$ cat config.mk
export PLATFORM = sky130hd
export DESIGN_NAME = heap_sorter
export DESIGN_NICKNAME = d
export VERILOG_FILES = /design/src/hs_pkg.sv /design/src/hs_store.sv /design/src/hs_pick.sv /design/src/heap_sorter.sv
export SDC_FILE = /design/constraint.sdc
export NUM_CORES = 2
export LEC_CHECK = 0
export ABC_AREA = 1
export BUFFER_PORTS_ARGS = -buffer_cell sky130_fd_sc_hd__buf_2
export CORE_MARGIN = 2
export CORE_UTILIZATION = 38
export DETAILED_ROUTE_END_ITERATION = 8
export PLACE_DENSITY = 0.55
export SYNTH_ARGS = -nofsm -noshare
export SYNTH_HDL_FRONTEND = slang
export SYNTH_SLANG_ARGS = --single-unit
$ cat constraint.sdc
create_clock -name clk -period 6.3 [get_ports clk]
set_clock_uncertainty 0.15 [all_clocks]
set_input_delay 1.26 -clock clk [delete_from_list [all_inputs] [get_ports clk]]
set_output_delay 1.26 -clock clk [all_outputs]
set_load 0.05 [all_outputs]
$ cat src/hs_pkg.sv
package hs_pkg;

	// Sequencer states
	typedef enum logic [3:0] {
		ST_LOAD,
		ST_ROOT_RD,
		ST_ROOT_LD,
		ST_SIFT_RD,
		ST_SIFT_CMP,
		ST_SWAP_RD,
		ST_SWAP_WR,
		ST_EMIT_RD,
		ST_EMIT_PUSH
	} hs_state_t;

	// Which entry wins a sift-down compare
	typedef enum logic [1:0] {
		PICK_NONE,
		PICK_LEFT,
		PICK_RIGHT
	} hs_child_t;

	typedef struct packed {
		hs_child_t          child;
		logic signed [31:0] value;
	} hs_pick_t;

	// Register index of the order control (byte address bit 2)
	localparam logic REG_ORDER = 1'b0;

	// Signed greater-than
	function automatic logic sgt(input logic signed [31:0] a, input logic signed [31:0] b);
		return a > b;
	endfunction

endpackage

$ cat src/hs_store.sv
module hs_store #(
	parameter int DEPTH = 64
) (
	input  logic                       clk,
	input  logic                       we,
	input  logic [$clog2(DEPTH)-1:0]   waddr,
	input  logic [31:0]                wdata,
	input  logic [$clog2(DEPTH)-1:0]   raddr_a,
	input  logic [$clog2(DEPTH)-1:0]   raddr_b,
	output logic [31:0]                rdata_a,
	output logic [31:0]                rdata_b
);

	logic [31:0] mem [DEPTH];

	// One write port, two registered read ports
	always_ff @(posedge clk) begin
		if (we) begin
			mem[waddr] <= wdata;
		end
		rdata_a <= mem[raddr_a];
		rdata_b <= mem[raddr_b];
	end

endmodule

$ cat src/hs_pick.sv
module hs_pick (
	input  logic signed [31:0] hold_value,
	input  logic signed [31:0] left_value,
	input  logic signed [31:0] right_value,
	input  logic               right_ok,
	output hs_pkg::hs_pick_t   pick
);
	import hs_pkg::*;

	logic               left_wins;
	logic signed [31:0] best;

	// Parent against left child, then the winner against right child
	always_comb begin
		left_wins = sgt(left_value, hold_value);
		best      = left_wins ? left_value : hold_value;
		if (right_ok && sgt(right_value, best)) begin
			pick.child = PICK_RIGHT;
			pick.value = right_value;
		end else if (left_wins) begin
			pick.child = PICK_LEFT;
			pick.value = left_value;
		end else begin
			pick.child = PICK_NONE;
			pick.value = hold_value;
		end
	end

endmodule

$ cat src/heap_sorter.sv
// Heap sorter. Values load one per cycle while sample_stall is low into a DEPTH-entry
// store; the transaction with final_item set closes the set (values past DEPTH are
// dropped and flagged on every result of the set) and starts an in-place heap sort: a
// bottom-up max-heap build, then root-to-end swaps each followed by a sift-down. All
// work runs through one compare unit and a store with one write and two read ports.
// Each sift-down level reads both children, then compares and writes; the held value
// is written where the sift stops. Each build root is read and loaded first, and each
// extraction reads and swaps root and end. Results then leave in turn, each read and
// then pushed, held while stalled; ascending, or descending when the order register
// was set at the final transaction. sample_stall is high from the final transaction
// until the last result is placed in the output register.
module heap_sorter #(
	parameter int DEPTH = 64
) (
	input  logic               clk,
	input  logic               arst_n,
	// Input channel
	input  logic               sample_valid,
	output logic               sample_stall,
	input  logic signed [31:0] sample_value,
	input  logic               final_item,
	// Result channel
	output logic               result_valid,
	input  logic               result_stall,
	output logic signed [31:0] sorted_value,
	output logic               end_of_run,
	output logic               dropped_values,
	// Configuration port
	input  logic               psel,
	input  logic               penable,
	input  logic               pwrite,
	input  logic [2:0]         paddr,
	input  logic [31:0]        pwdata,
	output logic [31:0]        prdata,
	output logic               pready
);
	import hs_pkg::*;

	localparam int AW = $clog2(DEPTH);
	localparam int CW = $clog2(DEPTH + 1);
	localparam int IW = AW + 1;

	hs_state_t state_q, state_d;

	logic [CW-1:0]      count_q, n_q, len_q, n_new;
	logic               ovf_q, build_q, desc_q, desc_run_q;
	logic [AW-1:0]      kb_q, cur_q, e_q;
	logic signed [31:0] hold_q;
	logic               full, accept, out_free, last_out, sift_done;
	logic [IW-1:0]      lc, rc;
	logic               lc_ok, rc_ok;
	logic               we;
	logic [AW-1:0]      waddr, raddr_a, raddr_b, emit_addr;
	logic [31:0]        wdata, rdata_a, rdata_b;
	hs_pick_t           pick;

	logic               result_valid_q, end_of_run_q, dropped_q;
	logic signed [31:0] sorted_value_q;

	// Configuration register
	assign pready = 1'b1;
	always_ff @(posedge clk or negedge arst_n) begin
		if (!arst_n) begin
			desc_q <= 1'b0;
		end else if (psel && penable && pwrite && paddr[2] == REG_ORDER) begin
			desc_q <= pwdata[0];
		end
	end
	assign prdata = (paddr[2] == REG_ORDER) ? {31'd0, desc_q} : 32'd0;

	// Handshake and index arithmetic
	assign sample_stall = (state_q != ST_LOAD);
	assign accept       = sample_valid && !sample_stall;
	assign full         = (count_q == CW'(DEPTH));
	assign n_new        = full ? CW'(DEPTH) : count_q + 1'b1;
	assign out_free     = !result_valid_q || !result_stall;
	assign last_out     = (e_q == AW'(n_q - 1'b1));
	assign lc           = {cur_q, 1'b1};
	assign rc           = lc + 1'b1;
	assign lc_ok        = lc < IW'(len_q);
	assign rc_ok        = rc < IW'(len_q);
	assign emit_addr    = desc_run_q ? AW'(n_q - 1'b1 - CW'(e_q)) : e_q;

	hs_store #(.DEPTH(DEPTH)) u_store (
		.clk     (clk),
		.we      (we),
		.waddr   (waddr),
		.wdata   (wdata),
		.raddr_a (raddr_a),
		.raddr_b (raddr_b),
		.rdata_a (rdata_a),
		.rdata_b (rdata_b)
	);

	hs_pick u_pick (
		.hold_value  (hold_q),
		.left_value  (rdata_a),
		.right_value (rdata_b),
		.right_ok    (rc_ok),
		.pick        (pick)
	);

	// Sequencer: next state and store control
	always_comb begin
		state_d   = state_q;
		we        = 1'b0;
		waddr     = cur_q;
		wdata     = hold_q;
		raddr_a   = AW'(lc);
		raddr_b   = AW'(rc);
		sift_done = 1'b0;
		unique case (state_q)
			ST_LOAD: begin
				if (accept) begin
					we    = !full;
					waddr = AW'(count_q);
					wdata = sample_value;
					if (final_item) begin
						state_d = (n_new > CW'(1)) ? ST_ROOT_RD : ST_EMIT_RD;
					end
				end
			end
			ST_ROOT_RD: begin
				raddr_a = kb_q - 1'b1;
				state_d = ST_ROOT_LD;
			end
			ST_ROOT_LD: begin
				state_d = ST_SIFT_RD;
			end
			ST_SIFT_RD: begin
				if (lc_ok) begin
					state_d = ST_SIFT_CMP;
				end else begin
					we        = 1'b1;
					sift_done = 1'b1;
				end
			end
			ST_SIFT_CMP: begin
				we    = 1'b1;
				wdata = pick.value;
				if (pick.child == PICK_NONE) begin
					sift_done = 1'b1;
				end else begin
					state_d = ST_SIFT_RD;
				end
			end
			ST_SWAP_RD: begin
				raddr_a = '0;
				raddr_b = AW'(len_q - 1'b1);
				state_d = ST_SWAP_WR;
			end
			ST_SWAP_WR: begin
				we      = 1'b1;
				waddr   = AW'(len_q - 1'b1);
				wdata   = rdata_a;
				state_d = ST_SIFT_RD;
			end
			ST_EMIT_RD: begin
				raddr_a = emit_addr;
				state_d = ST_EMIT_PUSH;
			end
			ST_EMIT_PUSH: begin
				raddr_a = emit_addr;
				if (out_free) begin
					state_d = last_out ? ST_LOAD : ST_EMIT_RD;
				end
			end
			default: state_d = ST_LOAD;
		endcase
		// After a sift: next build root, next extraction, or output
		if (sift_done) begin
			if (build_q && kb_q > AW'(1)) begin
				state_d = ST_ROOT_RD;
			end else if (len_q > CW'(1)) begin
				state_d = ST_SWAP_RD;
			end else begin
				state_d = ST_EMIT_RD;
			end
		end
	end

	always_ff @(posedge clk or negedge arst_n) begin
		if (!arst_n) begin
			state_q <= ST_LOAD;
		end else begin
			state_q <= state_d;
		end
	end

	// Set bookkeeping
	always_ff @(posedge clk or negedge arst_n) begin
		if (!arst_n) begin
			count_q <= '0;
			ovf_q   <= 1'b0;
		end else if (accept) begin
			if (full) begin
				ovf_q <= 1'b1;
			end else begin
				count_q <= count_q + 1'b1;
			end
		end else if (state_q == ST_EMIT_PUSH && out_free && last_out) begin
			count_q <= '0;
			ovf_q   <= 1'b0;
		end
	end

	// Sort datapath registers
	always_ff @(posedge clk) begin
		if (accept && final_item) begin
			n_q        <= n_new;
			len_q      <= n_new;
			kb_q       <= AW'(n_new >> 1);
			build_q    <= 1'b1;
			desc_run_q <= desc_q;
			e_q        <= '0;
		end
		case (state_q)
			ST_ROOT_LD: begin
				hold_q <= rdata_a;
				cur_q  <= kb_q - 1'b1;
			end
			ST_SIFT_CMP: begin
				case (pick.child)
					PICK_LEFT:  cur_q <= AW'(lc);
					PICK_RIGHT: cur_q <= AW'(rc);
					default:    cur_q <= cur_q;
				endcase
			end
			ST_SWAP_WR: begin
				hold_q <= rdata_b;
				len_q  <= len_q - 1'b1;
				cur_q  <= '0;
			end
			ST_EMIT_PUSH: begin
				if (out_free) begin
					e_q <= e_q + 1'b1;
				end
			end
			default: ;
		endcase
		if (sift_done && build_q) begin
			if (kb_q > AW'(1)) begin
				kb_q <= kb_q - 1'b1;
			end else begin
				build_q <= 1'b0;
			end
		end
	end

	// Output register
	always_ff @(posedge clk or negedge arst_n) begin
		if (!arst_n) begin
			result_valid_q <= 1'b0;
		end else if (state_q == ST_EMIT_PUSH && out_free) begin
			result_valid_q <= 1'b1;
		end else if (!result_stall) begin
			result_valid_q <= 1'b0;
		end
	end

	always_ff @(posedge clk) begin
		if (state_q == ST_EMIT_PUSH && out_free) begin
			sorted_value_q <= rdata_a;
			end_of_run_q   <= last_out;
			dropped_q      <= ovf_q;
		end
	end

	assign result_valid   = result_valid_q;
	assign sorted_value   = sorted_value_q;
	assign end_of_run     = end_of_run_q;
	assign dropped_values = dropped_q;

endmodule

==> results.md <==
- Outcome: finished clean
- Netlist cell types: 47
- Min Tclk post-route: 5.96 ns
- First-pass GRT wire length: 621000 um
- Met1 usage: 36.6%
- Period utilization: 94.6%
- Commonest non-fill, non-tap cell in the layout: nand2_1
- Worst path most repeated cell: nand2_1
- Vias in the first global route: ~90000
- M3 GR Usage: 5.85%
- Die H: between 500 and 600 um
- CP max FO: roughly 70
- CP max stage delay: slightly above 0.4 ns
- Reg2reg path depth: 28
- CTS tree: done
- Critical path arrival: 6.51 ns
- DRC Markers: 0
- FF+latch count, synth: 2225
- DPL Wire Length: 234000 um
- CP endpoint kind: flop
- Die ar.: 307000 um2
- Hold Vio Cnt, Final: 0
- Layout Nets: 12400
- GRT met2 Usage: 43.1%
- Final setup vio count: 0
- Share of post-route cells with drive strength above 1: 7.00%
- Max-slew violations: 0
- Starting density of the core: between 30% and 40%
- Pin count of the biggest net entering global routing: 249
- Synth async-reset ratio: 0.629%
- Post-synthesis cell count: 12500
- Setup TNS: 0 ns
- CP startpoint kind: flop
- Layout fillers: 28500
- Synth Flop Type: edfxtp_1
- Number of CTS-inserted buffers: 246
- Total track usage: 27.5%
- Sequential area share after synthesis: ~57%
- Area Growth Syn to Fin: 12.1%
- Post-CTS Setup Bufs: 0
- Later-pin clock latency in the skew report: 0.93 ns
- Number of placed I/O pins: 144
- RSZ-0062 raised after global routing: no
- Most used routing layer: met2
- Most frequent cells in the layout: 3446 x nand2_1, 2134 x edfxtp_1, 1963 x nand3_1
- GP Congestion: 0.936
- Iteration-0 DRC Markers: roughly 13000
- Critical Path Start: hold_q[23]
- Post-synth EDFFs: 2134
- Max Fclk: around 170 MHz
- CP Depth: 28
- Wire per inst: 26.5 um
- CP top delay family: simple AND/OR/NAND/NOR gates
- Worst R2R Start: hold_q[23]
- Die width: 554 um
- Initial antenna violation count: 11
- Clk slew on worst S/H paths: approximately 0.07 ns
- Detailed Route WL: 434000 um
- WS Path Type: flop to flop
- Via/cell ratio: between 5 and 6
- Worst R2R End: u_store.mem[11][25]
- Worst-Margin Slew: 1.31 ns
- Cell Rows: 201
- Register-to-register setup slack: 0.34 ns
- Syn. warnings: 0
- CTS max path bufs: 4
- Clk root buf: clkbuf_16
- Clock tree sinks: 2225
- Number of max-cap violations: 0
- Mapped cell area: 115000 um2
- Number of port buffers: between 70 and 80
- WP buf/inv: 6
- Core area: between 300000 and 400000 um2
- Max-slew headroom: 12.5%
- H-tree depth: 4
- Hold Crit Class: primary input to async pin
- Vias: 96800
- Final ANT Viol Nets: 0
- CP max stage cell: a21oi_4
- Grt ovf: 0
- CP Capture Point: u_store.mem[11][25]
- DRT Pass-1 Iters: 7
- Syn Area/Cell: 9.16 um2
- Data required time of the critical path: 6.85 ns
-- flip-flops by register name, summed over array words and instances (netlist names) --
name / cells
dropped_values: 1
hold_q: 32
result_valid: 1
state_q: 4
u_store.rdata_b: 32
sorted_value: 32
n_q: 6
ovf_q: 1
end_of_run: 1
count_q: 7
u_store.rdata_a: 32
len_q: 7
kb_q: 6
e_q: 6
desc_run_q: 1
cur_q: 6
u_store.mem: 2048
build_q: 1
desc_q: 1
-- Yosys cell counts (51+ instances only) --
cell type | number | area share [%]
nand2_1 | 3448 | 11
edfxtp_1 | 2134 | 56
nand3_1 | 1965 | 8.6
inv_1 | 1170 | 3.8
o21ai_0 | 1082 | 4.7
o211ai_1 | 1055 | 6.9
buf_2 | 487 | 2.1
clkbuf_1 | 380 | 1.2
nor2_1 | 236 | 0.77
ha_1 | 90 | 0.98
a21oi_1 | 83 | 0.36
dfxtp_1 | 77 | 1.3
nand4_1 | 51 | 0.28
-- how the worst min path moves through the flow --
stage / start / end / slack (ns) / cells past startpoint
floorplan: ovf_q / dropped_values / 0.27 / 0
global placement: desc_q / desc_run_q / 0.30 / 0
detailed placement: desc_q / desc_run_q / 0.30 / 0
CTS: arst_n / state_q[1] / 0.06 / 1
global route: arst_n / state_q[1] / 0.11 / 1
finish: arst_n / state_q[1] / 0.1 / 1
-- kinds of logic after synthesis --
family / Yosys count / share of synthesized area, %
buffers and inverters: 2147 / 7.72
other: 2 / 0.00654
AND/OR/NAND/NOR: 5753 / 21.2
XOR/XNOR: 21 / 0.160
AO/OA/AOI/OAI: 2293 / 12.5
flip-flops: 2225 / 57.4
adder cells (fa/ha/maj): 91 / 0.998
-- layer usage --
metal,part of all wire (%),wire length (um)
met4,4.4,19100
met2,45,194000
met5,0.0078,34
met3,11,48400
met1,40,173000
-- layout make-up --
class	instances	area, um2	area share, %
Sequential cell	2225	66000	51.2
Multi-Input combinational cell	8190	41100	31.9
Clock buffer	313	6520	5.07
Tap cell	3958	4950	3.85
Timing Repair Buffer	407	4630	3.59
Inverter	1180	4470	3.48
Clock inverter	134	1070	0.829
Antenna cell	5	12.5	0.00972
-- through the flow --
step | instances | area [um2] | hold slack [ns] | utilization [%] | setup WS, ns
CTS | 16400 | 129000 | 0.0590 | 42.9 | 0.262
floorplan | 12600 | 115000 | 0.270 | - | 0.154
detailed placement | 16000 | 121000 | 0.298 | 40.3 | 0.301
finish | 16400 | 129000 | 0.0959 | 42.9 | 0.339
global placement | 16000 | 121000 | 0.297 | 40.3 | 0.271
global route | 16400 | 129000 | 0.107 | 42.9 | 0.00237
-- what timing repair did --
action / CTS / global route
resized for setup: 0 / 10
hold buffers: 0 / 0
setup endpoints to repair: 0 / 560
Power is left out: the tool's default activity adds up to more than one toggle a clock period on the data nets, which glitch-free logic cannot reach.
